File: config.mk
export PLATFORM = sky130hd
export DESIGN_NAME = reverse_heading_scanner
export DESIGN_NICKNAME = d
export VERILOG_FILES = /design/src/hdl/rhs_pkg.sv /design/src/hdl/rhs_scan_core.sv /design/src/hdl/reverse_heading_scanner.sv
export SDC_FILE = /design/constraint.sdc
export NUM_CORES = 1
export LEC_CHECK = 0
export BUFFER_PORTS_ARGS = -buffer_cell sky130_fd_sc_hd__buf_2
export CAP_MARGIN = 20
export CORE_MARGIN = 2
export CORE_UTILIZATION = 50
export DETAILED_ROUTE_END_ITERATION = 10
export PLACE_DENSITY = 0.72
export SKIP_CTS_REPAIR_TIMING = 1
export SLEW_MARGIN = 15
export SYNTH_ARGS = -nofsm -noshare
export SYNTH_HDL_FRONTEND = slang
export SYNTH_HIERARCHICAL = 1
export SYNTH_SLANG_ARGS = --single-unit
export TNS_END_PERCENT = 30
File: constraint.sdc
create_clock -name clk -period 12 [get_ports clk]
set_clock_uncertainty 0.1 [all_clocks]
set_input_delay 0 -clock clk [delete_from_list [all_inputs] [get_ports clk]]
set_output_delay 0 -clock clk [all_outputs]
set_load 0.02 [all_outputs]
File: src/hdl/rhs_pkg.sv
// Shared types, constants and table functions for the reverse heading scanner.
package rhs_pkg;

    localparam int OFFSET_BITS = 32;
    localparam int LENGTH_BITS = 16;
    localparam int NUM_STATES  = 27;

    localparam logic [LENGTH_BITS-1:0] LEN_MAX = {LENGTH_BITS{1'b1}};

    typedef logic [4:0] state_t;

    localparam state_t ST_IDLE       = 5'd0;
    localparam state_t ST_LF         = 5'd1;
    localparam state_t ST_CR1        = 5'd2;
    localparam state_t ST_AFTER_CR   = 5'd3;
    localparam state_t ST_AFTER_SP   = 5'd4;
    localparam state_t ST_BBB3       = 5'd5;
    localparam state_t ST_TIME_FIRST = 5'd6;
    localparam state_t ST_TIME_LAST  = 5'd11;
    localparam state_t ST_BBB2       = 5'd12;
    localparam state_t ST_BBB1       = 5'd13;
    localparam state_t ST_CCCC_FIRST = 5'd15;
    localparam state_t ST_CCCC_LAST  = 5'd18;
    localparam state_t ST_GAP_II     = 5'd19;
    localparam state_t ST_II_LO      = 5'd20;
    localparam state_t ST_II_HI      = 5'd21;
    localparam state_t ST_TTAA_FIRST = 5'd22;
    localparam state_t ST_END        = 5'd25;

    typedef enum logic [2:0] {
        CLS_NL,
        CLS_CR,
        CLS_SP,
        CLS_DIG,
        CLS_ALPHA,
        CLS_OTHER
    } cls_t;

    localparam state_t SP_NEXT [NUM_STATES] = '{
        5'd0, 5'd0, 5'd0, 5'd4, 5'd4, 5'd0, 5'd0, 5'd0, 5'd0, 5'd0, 5'd0, 5'd14, 5'd0,
        5'd26, 5'd14, 5'd0, 5'd0, 5'd0, 5'd19, 5'd19, 5'd0, 5'd0, 5'd0, 5'd0, 5'd0,
        5'd0, 5'd26
    };

    localparam state_t DIG_NEXT [NUM_STATES] = '{
        5'd0, 5'd0, 5'd0, 5'd6, 5'd6, 5'd0, 5'd7, 5'd8, 5'd9, 5'd10, 5'd11, 5'd0, 5'd0,
        5'd0, 5'd0, 5'd0, 5'd0, 5'd0, 5'd0, 5'd20, 5'd21, 5'd0, 5'd0, 5'd0, 5'd0,
        5'd0, 5'd6
    };

    localparam state_t ALPHA_NEXT [NUM_STATES] = '{
        5'd0, 5'd0, 5'd0, 5'd5, 5'd5, 5'd12, 5'd0, 5'd0, 5'd0, 5'd0, 5'd0, 5'd0, 5'd13,
        5'd0, 5'd15, 5'd16, 5'd17, 5'd18, 5'd0, 5'd22, 5'd0, 5'd22, 5'd23, 5'd24,
        5'd25, 5'd0, 5'd0
    };

    typedef struct packed {
        logic [31:0] ttaa;
        logic [6:0]  bulletin_number;
        logic [31:0] centre;
        logic [6:0]  day;
        logic [6:0]  hour;
        logic [6:0]  minute;
        logic [23:0] bbb;
        logic        has_bbb;
        logic        no_ii;
        logic [15:0] heading_len;
        logic [31:0] match_offset;
    } result_t;

    function automatic cls_t classify(input logic [7:0] b);
        cls_t c;
        if (b == 8'd10)
            c = CLS_NL;
        else if (b == 8'd13)
            c = CLS_CR;
        else if (b == 8'd32 || b == 8'd9)
            c = CLS_SP;
        else if (b >= 8'd48 && b <= 8'd57)
            c = CLS_DIG;
        else if ((b >= 8'd65 && b <= 8'd90) || (b >= 8'd97 && b <= 8'd122))
            c = CLS_ALPHA;
        else
            c = CLS_OTHER;
        return c;
    endfunction

    function automatic state_t scan_transition(input cls_t c, input state_t cur);
        state_t s;
        state_t n;
        // A state code beyond the table behaves as idle.
        s = (cur < state_t'(NUM_STATES)) ? cur : ST_IDLE;
        unique case (c)
            CLS_NL:    n = ST_LF;
            CLS_CR:    n = (s == ST_LF) ? ST_CR1 : ((s == ST_CR1) ? ST_AFTER_CR : ST_IDLE);
            CLS_SP:    n = SP_NEXT[s];
            CLS_DIG:   n = DIG_NEXT[s];
            CLS_ALPHA: n = ALPHA_NEXT[s];
            default:   n = ST_IDLE;
        endcase
        return n;
    endfunction

    // Tens digit in the upper byte; anything that is not a digit pair gives 0.
    function automatic logic [6:0] decode_pair(input logic [15:0] v);
        logic [6:0] r;
        if (v[15:8] < 8'd48 || v[15:8] > 8'd57 || v[7:0] < 8'd48 || v[7:0] > 8'd57)
            r = 7'd0;
        else
            r = {3'b000, v[11:8]} * 7'd10 + {3'b000, v[3:0]};
        return r;
    endfunction

endpackage

File: src/hdl/rhs_scan_core.sv
// Heading automaton: scan state, field capture, length and position counters.
module rhs_scan_core (
    input  logic                clk,
    input  logic                rst_n,
    input  logic                step,
    input  logic [7:0]          data_byte,
    input  logic                restart,
    output logic                hit,
    output rhs_pkg::result_t    result
);

    rhs_pkg::state_t                     state_reg, state_next;
    logic [rhs_pkg::LENGTH_BITS-1:0]     len_reg, len_next;
    logic [rhs_pkg::OFFSET_BITS-1:0]     pos_reg, pos_next;
    logic [31:0]                         ttaa_reg, ttaa_next;
    logic [15:0]                         ii_reg, ii_next;
    logic [31:0]                         centre_reg, centre_next;
    logic [47:0]                         time_reg, time_next;
    logic [23:0]                         bbb_reg, bbb_next;
    logic                                bbb_seen_reg, bbb_seen_next;
    logic                                ii_missing_reg, ii_missing_next;

    rhs_pkg::cls_t                       cls;
    rhs_pkg::state_t                     cur;
    rhs_pkg::state_t                     nxt;
    logic [rhs_pkg::LENGTH_BITS-1:0]     len_base;
    logic [rhs_pkg::OFFSET_BITS-1:0]     pos_base;

    always_comb
    begin
        cls = rhs_pkg::classify(data_byte);

        // A restart clears everything before this byte is looked at.
        if (restart)
        begin
            cur             = rhs_pkg::ST_IDLE;
            len_base        = '0;
            pos_base        = '0;
            ttaa_next       = '0;
            ii_next         = '0;
            centre_next     = '0;
            time_next       = '0;
            bbb_next        = '0;
            bbb_seen_next   = 1'b0;
            ii_missing_next = 1'b0;
        end
        else
        begin
            cur             = state_reg;
            len_base        = len_reg;
            pos_base        = pos_reg;
            ttaa_next       = ttaa_reg;
            ii_next         = ii_reg;
            centre_next     = centre_reg;
            time_next       = time_reg;
            bbb_next        = bbb_reg;
            bbb_seen_next   = bbb_seen_reg;
            ii_missing_next = ii_missing_reg;
        end

        nxt      = rhs_pkg::scan_transition(cls, cur);
        pos_next = pos_base + rhs_pkg::OFFSET_BITS'(1);

        // A newline always opens a fresh match.
        if (cls == rhs_pkg::CLS_NL)
        begin
            ttaa_next       = '0;
            ii_next         = '0;
            centre_next     = '0;
            time_next       = '0;
            bbb_next        = '0;
            bbb_seen_next   = 1'b0;
            ii_missing_next = 1'b0;
            len_next        = rhs_pkg::LENGTH_BITS'(1);
        end
        else if (len_base != rhs_pkg::LEN_MAX)
            len_next = len_base + rhs_pkg::LENGTH_BITS'(1);
        else
            len_next = len_base;

        if (nxt == rhs_pkg::ST_BBB3
            && (cur == rhs_pkg::ST_AFTER_CR || cur == rhs_pkg::ST_AFTER_SP))
            bbb_seen_next = 1'b1;
        if (nxt == rhs_pkg::ST_TTAA_FIRST && cur == rhs_pkg::ST_GAP_II)
            ii_missing_next = 1'b1;

        if (nxt >= rhs_pkg::ST_TTAA_FIRST && nxt <= rhs_pkg::ST_END)
            ttaa_next[{2'(nxt - rhs_pkg::ST_TTAA_FIRST), 3'b000} +: 8] = data_byte;
        else if (nxt == rhs_pkg::ST_II_LO || nxt == rhs_pkg::ST_II_HI)
            ii_next[{1'(nxt - rhs_pkg::ST_II_LO), 3'b000} +: 8] = data_byte;
        else if (nxt >= rhs_pkg::ST_CCCC_FIRST && nxt <= rhs_pkg::ST_CCCC_LAST)
            centre_next[{2'(nxt - rhs_pkg::ST_CCCC_FIRST), 3'b000} +: 8] = data_byte;
        else if (nxt >= rhs_pkg::ST_TIME_FIRST && nxt <= rhs_pkg::ST_TIME_LAST)
            time_next[{3'(nxt - rhs_pkg::ST_TIME_FIRST), 3'b000} +: 8] = data_byte;
        else if (nxt == rhs_pkg::ST_BBB3)
            bbb_next[7:0] = data_byte;
        else if (nxt == rhs_pkg::ST_BBB2)
            bbb_next[15:8] = data_byte;
        else if (nxt == rhs_pkg::ST_BBB1)
            bbb_next[23:16] = data_byte;

        hit = (nxt == rhs_pkg::ST_END);
        state_next = hit ? rhs_pkg::ST_IDLE : nxt;

        result.ttaa            = ttaa_next;
        result.bulletin_number = rhs_pkg::decode_pair(ii_next);
        result.centre          = centre_next;
        result.day             = rhs_pkg::decode_pair(time_next[47:32]);
        result.hour            = rhs_pkg::decode_pair(time_next[31:16]);
        result.minute          = rhs_pkg::decode_pair(time_next[15:0]);
        result.bbb             = bbb_next;
        result.has_bbb         = bbb_seen_next;
        result.no_ii           = ii_missing_next;
        result.heading_len     = 16'(len_next);
        result.match_offset    = 32'(pos_next);
    end

    always_ff @(posedge clk or negedge rst_n)
    begin
        if (!rst_n)
        begin
            state_reg      <= rhs_pkg::ST_IDLE;
            len_reg        <= '0;
            pos_reg        <= '0;
            ttaa_reg       <= '0;
            ii_reg         <= '0;
            centre_reg     <= '0;
            time_reg       <= '0;
            bbb_reg        <= '0;
            bbb_seen_reg   <= 1'b0;
            ii_missing_reg <= 1'b0;
        end
        else if (step)
        begin
            state_reg      <= state_next;
            len_reg        <= len_next;
            pos_reg        <= pos_next;
            ttaa_reg       <= ttaa_next;
            ii_reg         <= ii_next;
            centre_reg     <= centre_next;
            time_reg       <= time_next;
            bbb_reg        <= bbb_next;
            bbb_seen_reg   <= bbb_seen_next;
            ii_missing_reg <= ii_missing_next;
        end
    end

`ifndef NO_ASSERTIONS
    a_state_in_table: assert property (@(posedge clk) disable iff (!rst_n)
        state_reg < rhs_pkg::state_t'(rhs_pkg::NUM_STATES))
        else $error("scan state left the transition table");

    a_len_nonzero_in_match: assert property (@(posedge clk) disable iff (!rst_n)
        state_reg != rhs_pkg::ST_IDLE |-> len_reg != '0)
        else $error("active match with zero heading length");
`endif

endmodule

File: src/hdl/reverse_heading_scanner.sv
// The final byte of a heading is held in the input register; the result register loads
// when the automaton steps that byte, and out_valid is registered with it.
// Throughput: one byte per cycle; the byte register holds only when its byte
// completes a heading while the result register is full and not being taken.
// The input register, the automaton step and the result register form the path.
// Reset (rst_n low, asynchronous) sets the automaton idle with its capture fields zero.
module reverse_heading_scanner (
    input  logic        clk,
    input  logic        rst_n,
    input  logic        in_valid,
    output logic        in_ready,
    input  logic [7:0]  data_byte,
    input  logic        restart,
    output logic        out_valid,
    input  logic        out_ready,
    output logic [31:0] ttaa,
    output logic [6:0]  bulletin_number,
    output logic [31:0] centre,
    output logic [6:0]  day,
    output logic [6:0]  hour,
    output logic [6:0]  minute,
    output logic [23:0] bbb,
    output logic        has_bbb,
    output logic        no_ii,
    output logic [15:0] heading_len,
    output logic [31:0] match_offset
);

    logic              stage_valid_reg;
    logic [7:0]        byte_reg;
    logic              restart_reg;
    logic              out_valid_reg;
    rhs_pkg::result_t  result_reg;

    logic              hit;
    rhs_pkg::result_t  result;
    logic              advance;

    // The staged byte moves on unless its result has nowhere to go.
    assign advance  = !(hit && out_valid_reg && !out_ready);
    assign in_ready = !stage_valid_reg || advance;

    rhs_scan_core u_core (
        .clk       (clk),
        .rst_n     (rst_n),
        .step      (stage_valid_reg && advance),
        .data_byte (byte_reg),
        .restart   (restart_reg),
        .hit       (hit),
        .result    (result)
    );

    always_ff @(posedge clk or negedge rst_n)
    begin
        if (!rst_n)
        begin
            stage_valid_reg <= 1'b0;
            out_valid_reg   <= 1'b0;
        end
        else
        begin
            if (in_ready)
                stage_valid_reg <= in_valid;
            if (stage_valid_reg && advance && hit)
                out_valid_reg <= 1'b1;
            else if (out_ready)
                out_valid_reg <= 1'b0;
        end
    end

    always_ff @(posedge clk)
    begin
        if (in_valid && in_ready)
        begin
            byte_reg    <= data_byte;
            restart_reg <= restart;
        end
        if (stage_valid_reg && advance && hit)
            result_reg <= result;
    end

    assign out_valid       = out_valid_reg;
    assign ttaa            = result_reg.ttaa;
    assign bulletin_number = result_reg.bulletin_number;
    assign centre          = result_reg.centre;
    assign day             = result_reg.day;
    assign hour            = result_reg.hour;
    assign minute          = result_reg.minute;
    assign bbb             = result_reg.bbb;
    assign has_bbb         = result_reg.has_bbb;
    assign no_ii           = result_reg.no_ii;
    assign heading_len     = result_reg.heading_len;
    assign match_offset    = result_reg.match_offset;

`ifndef NO_ASSERTIONS
    a_hit_loads_output: assert property (@(posedge clk) disable iff (!rst_n)
        stage_valid_reg && advance && hit |=> out_valid_reg)
        else $error("completed heading did not reach the result register");

    a_decoded_range: assert property (@(posedge clk) disable iff (!rst_n)
        out_valid_reg |-> bulletin_number <= 7'd99 && day <= 7'd99
                          && hour <= 7'd99 && minute <= 7'd99)
        else $error("decoded digit pair out of range");

    a_no_ii_zero: assert property (@(posedge clk) disable iff (!rst_n)
        out_valid_reg && no_ii |-> bulletin_number == 7'd0)
        else $error("bulletin number present although ii is absent");

    a_bbb_flag: assert property (@(posedge clk) disable iff (!rst_n)
        out_valid_reg && !has_bbb |-> bbb == 24'd0)
        else $error("BBB bytes captured without the BBB flag");
`endif

endmodule
### Word level (Yosys, flattened, before mapping)

Memories as Yosys holds them, arrays and structs flattened.
Index checks and enable logic that the tools add are counted.

| word-level totals | value |
|---|---|
| flip-flop bits (word level) | 384 |
| bits in read-only memories | 480 |
| word-level logic and storage cells | 203 |
| memories | 3 |

| cells by class | value |
|---|---|
| $add $sub $neg | 14 |
| multipliers | 4 |
| $lt $le $gt $ge | 30 |
| eq/ne operators | 21 |
| shifts and indexed selects | 8 |
| mux-type cells | 62 |
| bitwise gates (word level) | 1 |
| reductions and logical operators | 35 |

Memories:

| name | depth | bits a word | rd ports | clocked after Yosys merged registers in | wr ports | line | RTL |
|---|---|---|---|---|---|---|---|
| (no name shown) | 32 | 5 | 1 | 0 | 0 | rhs_pkg.sv:96 | `CLS_SP: n = SP_NEXT[s];` |
| (no name shown) | 32 | 5 | 1 | 0 | 0 | rhs_pkg.sv:97 | `CLS_DIG: n = DIG_NEXT[s];` |
| (no name shown) | 32 | 5 | 1 | 0 | 0 | rhs_pkg.sv:98 | `CLS_ALPHA: n = ALPHA_NEXT[s];` |

Operators with widths:

| cell | count |
|---|---|
| 2-to-1 mux 32 bit | 9 |
| 2-to-1 mux 48 bit | 6 |
| 2-to-1 mux 24 bit | 6 |
| 2-to-1 mux 16 bit | 8 |
| bitwise mux 32 bit | 2 |
| > comparator 8 x 6 -> 1 bit, second input constant | 8 |
| less-than comparator 8 x 6 -> 1 bit, second input constant | 8 |
| variable shift 8 x 7 -> 32 bit, first input constant | 2 |
| variable part select 8 x 7 -> 32 bit | 2 |
| 2-to-1 mux 5 bit | 10 |
| bitwise mux 48 bit | 1 |
| variable shift 8 x 8 -> 48 bit, first input constant | 1 |
| variable part select 8 x 8 -> 48 bit | 1 |
| adder 32 x 1 -> 32 bit, second input constant | 1 |
| 2-to-1 mux 8 bit | 4 |
| adder 7 x 4 -> 7 bit | 4 |
| equality test 5 bit, second input constant | 5 |
| case mux 5 bit (5 select lines) | 1 |
| equality test 8 x 4 -> 1 bit, second input constant | 3 |
| multiplier 4 x 3 -> 6 bit, second input constant | 4 |
| logical OR 1 bit | 17 |
| adder 16 x 1 -> 16 bit, second input constant | 1 |
| bitwise mux 16 bit | 1 |
| greater-or-equal comparator 8 x 7 -> 1 bit, second input constant | 2 |
| other kinds (35) | 68 |

### Logic depth before layout (Yosys ltp)

| logic depth | value |
|---|---|
| depth in word-level cells | 22 |
| mapped depth | 31 |

### Modules after synthesis

The synthesis kept the hierarchy.

By module, submodules not included:

| module | times used | cells each | area each (sq um) | sequential area each (sq um) |
|---|---|---|---|---|
| rhs_scan_core | 1 | 1,431 | 13,255.2 | 5,180.0 |
| reverse_heading_scanner | 1 | 185 | 5,361.4 | 5,305.1 |

### Worst setup path after synthesis

OpenSTA, ideal clock, no wires.

| path | value |
|---|---|
| path type | reg2reg |
| from | register restart_reg |
| to | register result_reg, in the netlist bbb[0], enable pin |
| library setup time | 694 ps |
| arrival time | 10,650 ps |
| required time | 11,206 ps |
| setup slack | 556 ps |
| cell stages (with the launch flop) | 20 |
| period minus slack after synthesis | 11,444 ps |
| path through | edfxtp_1 -> clkbuf_1 -> inv_1 -> clkbuf_1 -> buf_1 -> nand3_1 -> inv_1 -> ha_1 -> o21ai_1 -> a21oi_1 -> o221a_2 -> nor2_1 -> buf_2 -> inv_1 -> clkbuf_1 -> ha_1 -> nand3_1 -> inv_1 -> nand2_1 -> nor2_1 |

| on the way | value |
|---|---|
| word-level cells in the longest chain between the ends | 14 |
| elaborated cells between the ends (all ways) | 24 |

RTL lines:

| item | line | RTL |
|---|---|---|
| from (decl) | reverse_heading_scanner.sv:31 | `logic restart_reg;` |
| from (signal assigned) | reverse_heading_scanner.sv:76 | `restart_reg <= restart;` |
| 2-to-1 mux 5 bit * | rhs_scan_core.sv:34 | `if (restart)` |
| less-than comparator 5 bit | rhs_pkg.sv:92 | `s = (cur < state_t'(NUM_STATES)) ? cur : ST_IDLE;` |
| 2-to-1 mux 5 bit * | rhs_pkg.sv:92 |  |
| inverter 5 -> 6 bit (implied by the code) | rhs_pkg.sv:96, rhs_pkg.sv:97, rhs_pkg.sv:98 |  |
| memory read (32 x 5 bit) (on tied branches) | -- |  |
| 2-to-1 mux 5 bit (on tied branches) (2 in a row) | rhs_pkg.sv:98, rhs_pkg.sv:96, rhs_pkg.sv:97 |  |
| case mux 5 bit (5 select lines) * | rhs_pkg.sv:93 | `unique case (c)` |
| equality test 5 bit * | rhs_scan_core.sv:102 | `hit = (nxt == rhs_pkg::ST_END);` |
| named net hit | reverse_heading_scanner.sv:35 | `logic hit;` |
| logical AND 1 bit (2 in a row) | reverse_heading_scanner.sv:40 | `assign advance = !(hit && out_valid_reg && !out_ready);` |
| logical NOT 1 bit | reverse_heading_scanner.sv:40 |  |
| logical AND 1 bit | reverse_heading_scanner.sv:78 | `if (stage_valid_reg && advance && hit)` |
| logical AND 1 bit * | reverse_heading_scanner.sv:78 |  |
| to (signal assigned) | reverse_heading_scanner.sv:79 | `result_reg <= result;` |
| to (decl) | reverse_heading_scanner.sv:33 | `rhs_pkg::result_t result_reg;` |

The timed path passes the listed nets; every way through them passes the cells marked *. The select of a mux whose other input is x is not followed.
A chain may end at the register's enable or synchronous reset.

### Worst setup path after layout

| path | value |
|---|---|
| from | register u_core.state_reg[3] |
| to | register result_reg, in the netlist hour[6] (data pin) |

| on the way | value |
|---|---|
| word-level cells in the longest chain between the ends | 20 |
| elaborated cells between the ends (all ways) | 48 |

RTL lines:

| item | line | RTL |
|---|---|---|
| from (decl) | rhs_scan_core.sv:12 | `rhs_pkg::state_t state_reg, state_next;` |
| from (signal assigned) | rhs_scan_core.sv:122 | `state_reg <= rhs_pkg::ST_IDLE;` |
| from (signal assigned) | rhs_scan_core.sv:135 | `state_reg <= state_next;` |
| 2-to-1 mux 5 bit * | rhs_scan_core.sv:34 |  |
| less-than comparator 5 bit | rhs_pkg.sv:92 |  |
| 2-to-1 mux 5 bit * | rhs_pkg.sv:92 |  |
| inverter 5 -> 6 bit (implied by the code) | rhs_pkg.sv:96, rhs_pkg.sv:97, rhs_pkg.sv:98 |  |
| memory read (32 x 5 bit) (on tied branches) | -- |  |
| 2-to-1 mux 5 bit (on tied branches) (2 in a row) | rhs_pkg.sv:98, rhs_pkg.sv:96, rhs_pkg.sv:97 |  |
| case mux 5 bit (5 select lines) * | rhs_pkg.sv:93 |  |
| subtractor 3 bit | rhs_scan_core.sv:94 | `time_next[{3'(nxt - rhs_pkg::ST_TIME_FIRST), 3'b000} +: 8] = data_byte;` |
| negator 6 -> 8 bit | rhs_scan_core.sv:94 |  |
| variable part select 8 x 8 -> 48 bit / variable shift 8 x 8 -> 48 bit (equally long branches) | rhs_scan_core.sv:94 |  |
| bitwise mux 48 bit | rhs_scan_core.sv:94 |  |
| 2-to-1 mux 48 bit | rhs_scan_core.sv:93 | `else if (nxt >= rhs_pkg::ST_TIME_FIRST && nxt <= rhs_pkg::ST_TIME_LAST)` |
| 2-to-1 mux 48 bit | rhs_scan_core.sv:91 | `else if (nxt >= rhs_pkg::ST_CCCC_FIRST && nxt <= rhs_pkg::ST_CCCC_LAST)` |
| 2-to-1 mux 48 bit | rhs_scan_core.sv:89 | `else if (nxt == rhs_pkg::ST_II_LO \|\| nxt == rhs_pkg::ST_II_HI)` |
| 2-to-1 mux 48 bit * | rhs_scan_core.sv:87 | `if (nxt >= rhs_pkg::ST_TTAA_FIRST && nxt <= rhs_pkg::ST_END)` |
| named net u_core.time_next[25] | rhs_scan_core.sv:18 | `logic [47:0] time_reg, time_next;` |
| branches (longest 4 deep; another with adder 7 x 4 -> 7 bit) | -- |  |

Mark *: on every way through the listed nets, which the timed path passes. The select of a mux whose other input is x is not followed.

==> results <==
- Wire segments on met3 add up to 2850 um in the final route.
- After synthesis the netlist holds a flip-flop and latch count of 384.
- The post-CTS clock slew at the launch and capture registers of the worst setup and hold paths is 60 ps.
- Based on the critical path, the design can be clocked at up to 122 MHz.
- The most numerous cell type found on the critical path is ha_1.
- The final weighted congestion in routability-driven placement is 0.864.
- The fraction of the cycle the final worst path needs is 0.684.
- The final core utilization is 0.583.
- Yosys printed 6 warnings.
- Measured in cells, the most critical reg-to-reg path has a length of 25.
- The dominant register cell in the synthesized netlist is dfrtp_1.
- The register with the most flip-flops in the layout has 48 of them.
- The via count of the first global-routing pass is 13100.
- STA puts the critical path data arrival time at 8370 ps.
- The clock sink count is 384.
- The setup TNS is 0 ps.
- The number of instances in the synthesized netlist is 1616.
- The total number of vias is 13400.
- The dominant delay contributor by cell family on the critical path is simple AND/OR/NAND/NOR gates.
- The clock reaches the later pin of the worst-skew pair after 530 ps.
- Counting flops with an async set or reset pin after synthesis yields a share of 0.544.
- Entering global routing, the biggest net connects 82 pins.
- Data on the critical path is required at its endpoint by 12160 ps.
- 0 antenna diodes ended up in the layout.
- In the final layout, the share of cells above drive strength 1 is 0.208.
- The number of distinct standard cells referenced by the synthesized netlist is 84.
- The number of failing hold endpoints at the final stage is 76.
- The detail-routed net length per standard cell is 19.9 um.
- Detailed placement finished with a half-perimeter wire length of 30300 um.
- The run finished, with violations left.
- In the global route stage, overall resource usage came out at 0.232.
- The per-instance average area after synthesis is 11.5 um^2.
- The maximum resistive drop on vdd is 0.0856 mV.
- Headroom to the max-slew limit came out at 0.276.
- STA classifies the critical path endpoint as a register.
- The floorplan step set the die height to 197 um.
- The post-route DRC violation count is 0.
- The critical path crosses 25 cells after its start point.
- Along the worst path, the maximum fanout reaches 20.
- The ratio of routed vias to standard cells is 5.88.
- Summing internal, switching and leakage power gives 0.00278 W.
- In this run the static leakage power is 8.14 nW.
- The initial utilization of the core area, before any placement, comes to 0.509.
- After synthesis, the cell types taking the most area are edfxtp_1 (28%), dfrtp_1 (28%), mux2_2 (4.7%).
- The region available for standard cell placement spans 0.0366 mm^2.
- The synthesis-to-layout area growth is 14.6%.
- At the pin with the least slew margin, the transition time is 1080 ps.
- The first-pass iteration count of the detailed router is 5.
- The number of nets handed over by synthesis was 1681.
- The post-detailed-routing wire length is 45400 um.
- The number of design-rule violations left by the first detailed-router iteration is 1191.
- The checks that failed: hold timing.
- The H-tree was split into 2 levels.
- Setup repair after global routing left no endpoint under its margin.
- The class of the worst hold path is input port to async pin.
- STA classifies the critical path startpoint as a register.
- The leading cell type in the layout, fill and taps excluded is dfrtp_1.
- The floorplan has 70 rows.
- The tree is rooted in a clkbuf_16.
- The post-route worst hold slack is -47.3 ps.
- The clock tree from TritonCTS is done.
- From left edge to right edge, the die measures 197 um.
- The cell type with the highest aggregate area in the netlist is edfxtp_1.
- Global routing finished with a remaining overflow of 0.
- The global-route wire length before repair is 71600 um.
- Counting both buffers and inverters, the worst setup path holds a total of 3.
- Buffers inserted during clock tree synthesis total 40.
- The total I/O pin count is 181.
- Leaving out fill and tap cells, the most frequent cells in the layout are dfrtp_1 (209), nand2_1 (196), buf_2 (179).
- The combined area of all synthesized cells is 0.0186 mm^2.
- For this run, the register share of the synthesized area comes to 0.563.
- The count of input and output buffers is 180.
- After layout, the minimum clock period comes to 8210 ps.
- The number of enable-type register cells in the synthesized netlist is 175.
- The power per cell area is 130 mW/mm^2.
- The sum of met2 wire segment lengths after detailed routing is 21500 um.
- The final number of max-transition violations is 0.
- The highest metal layer with signal wires is met4.
- The final layout contains 1848 nets.
- Of the post-synthesis cell area, the dominant cell type holds 0.282.
- For this design, the slowest cell found on the critical path is nor2_1.
- The floorplan die area is 0.0388 mm^2.
- The number of maximum-capacitance violations is 0.
- For this block, wires on met1 add up to 20300 um.
- The residual antenna-violating net count after detailed routing is 0.
- The clock passes through at most 3 buffers.
- Setup violations remaining at the end of the flow were counted as 0.
- The type of the worst setup path is register to register.
- The largest stage delay on the critical path is 740 ps.
- The initial antenna violation count is 0.
## worst paths after layout
kind,startpoint,to,slack (ps)
worst min register to register,u_core/time_reg[13],u_core/time_reg[13],370
min in group clk,data_byte[5],byte_reg[5],100
worst max register to register,u_core/state_reg[3],hour[6],3790
max in group asynchronous,rst_n,u_core/pos_reg[20],10370
worst max-delay path,u_core/state_reg[3],hour[6],3790
worst min-delay path,rst_n,u_core/ttaa_reg[23],-50
## cell type report
cell class	instances	area [um^2]
clock buffer	53	1090
clock inverter	21	190
fill	3051	15300
inverter	38	143
multi-input combinational	1104	7630
sequential	384	10500
tap	468	586
timing repair buffer	215	1200
## cells by family after synthesis
logic type                 share of synthesized area
AOI/OAI and AO/OA                              0.133
adders and majority gates                     0.0382
DFF                                            0.563
and+or+nand+nor                                0.155
muxes                                         0.0544
buffers and inverters                         0.0289
xor gates and xnor gates                      0.0278
## routing by layer
metal | global-route usage | vias to the layer above
met1 | 0.335 | 6676
met2 | 0.365 | 446
met5 | 0 | -
li1 | - | 6225
met3 | 0.0387 | 77
met4 | 0.0604 | 0
## power by group
group	switching [W]	total, W	internal (W)
clock	0.000507	0.00121	0.000708
sequential	0.0000162	0.00140	0.00138
combinational	0.000119	0.000169	0.0000497
## through the flow
step | hold WS (ps) | cell area, um^2 | std cells | setup slack, ps
after floorplan | -396 | 18600 | 1616 | 556
after global placement | -27.7 | 19900 | 2195 | 4230
after detailed placement | -26.1 | 19900 | 2195 | 3940
after CTS | -574 | 21200 | 2269 | 3870
after global routing | 22.2 | 21300 | 2283 | 3220
final | -47.3 | 21300 | 2283 | 3790
## Yosys cell counts (all sizes together) (22+ instances only)
master and count:
xor2 24, edfxtp 175, clkbuf 54, o21ai 118, nor2b 29, and3 22, dfrtp 209, nand2 197
nor2 93, buf 36, a21oi 40, ha 44, o2bb2ai 51, xnor2 35, nor3 23, nand3 62
mux2 78, a22o 56, inv 38, and2 41
## worst register-to-register path, cell delays in order (launching register included)
cell and delay, ps:
dfrtp_1 610, nand2_1 310, nor2_1 70, nor3_1 440, inv_1 200, ha_1 350, mux2_2 300, nand2_1 60
a21oi_1 90, a2111o_1 390, nor2_1 740, inv_1 470, ha_1 500, inv_1 230, a31o_1 190, a211oi_4 150
nor4_4 680, mux2i_1 460, ha_1 300, ha_1 210, fa_1 550, nand2_1 60, nor2_1 110, xor2_1 190
xnor2_1 140, nor3_1 60
Note: power is estimated with default switching activity, not from simulation.
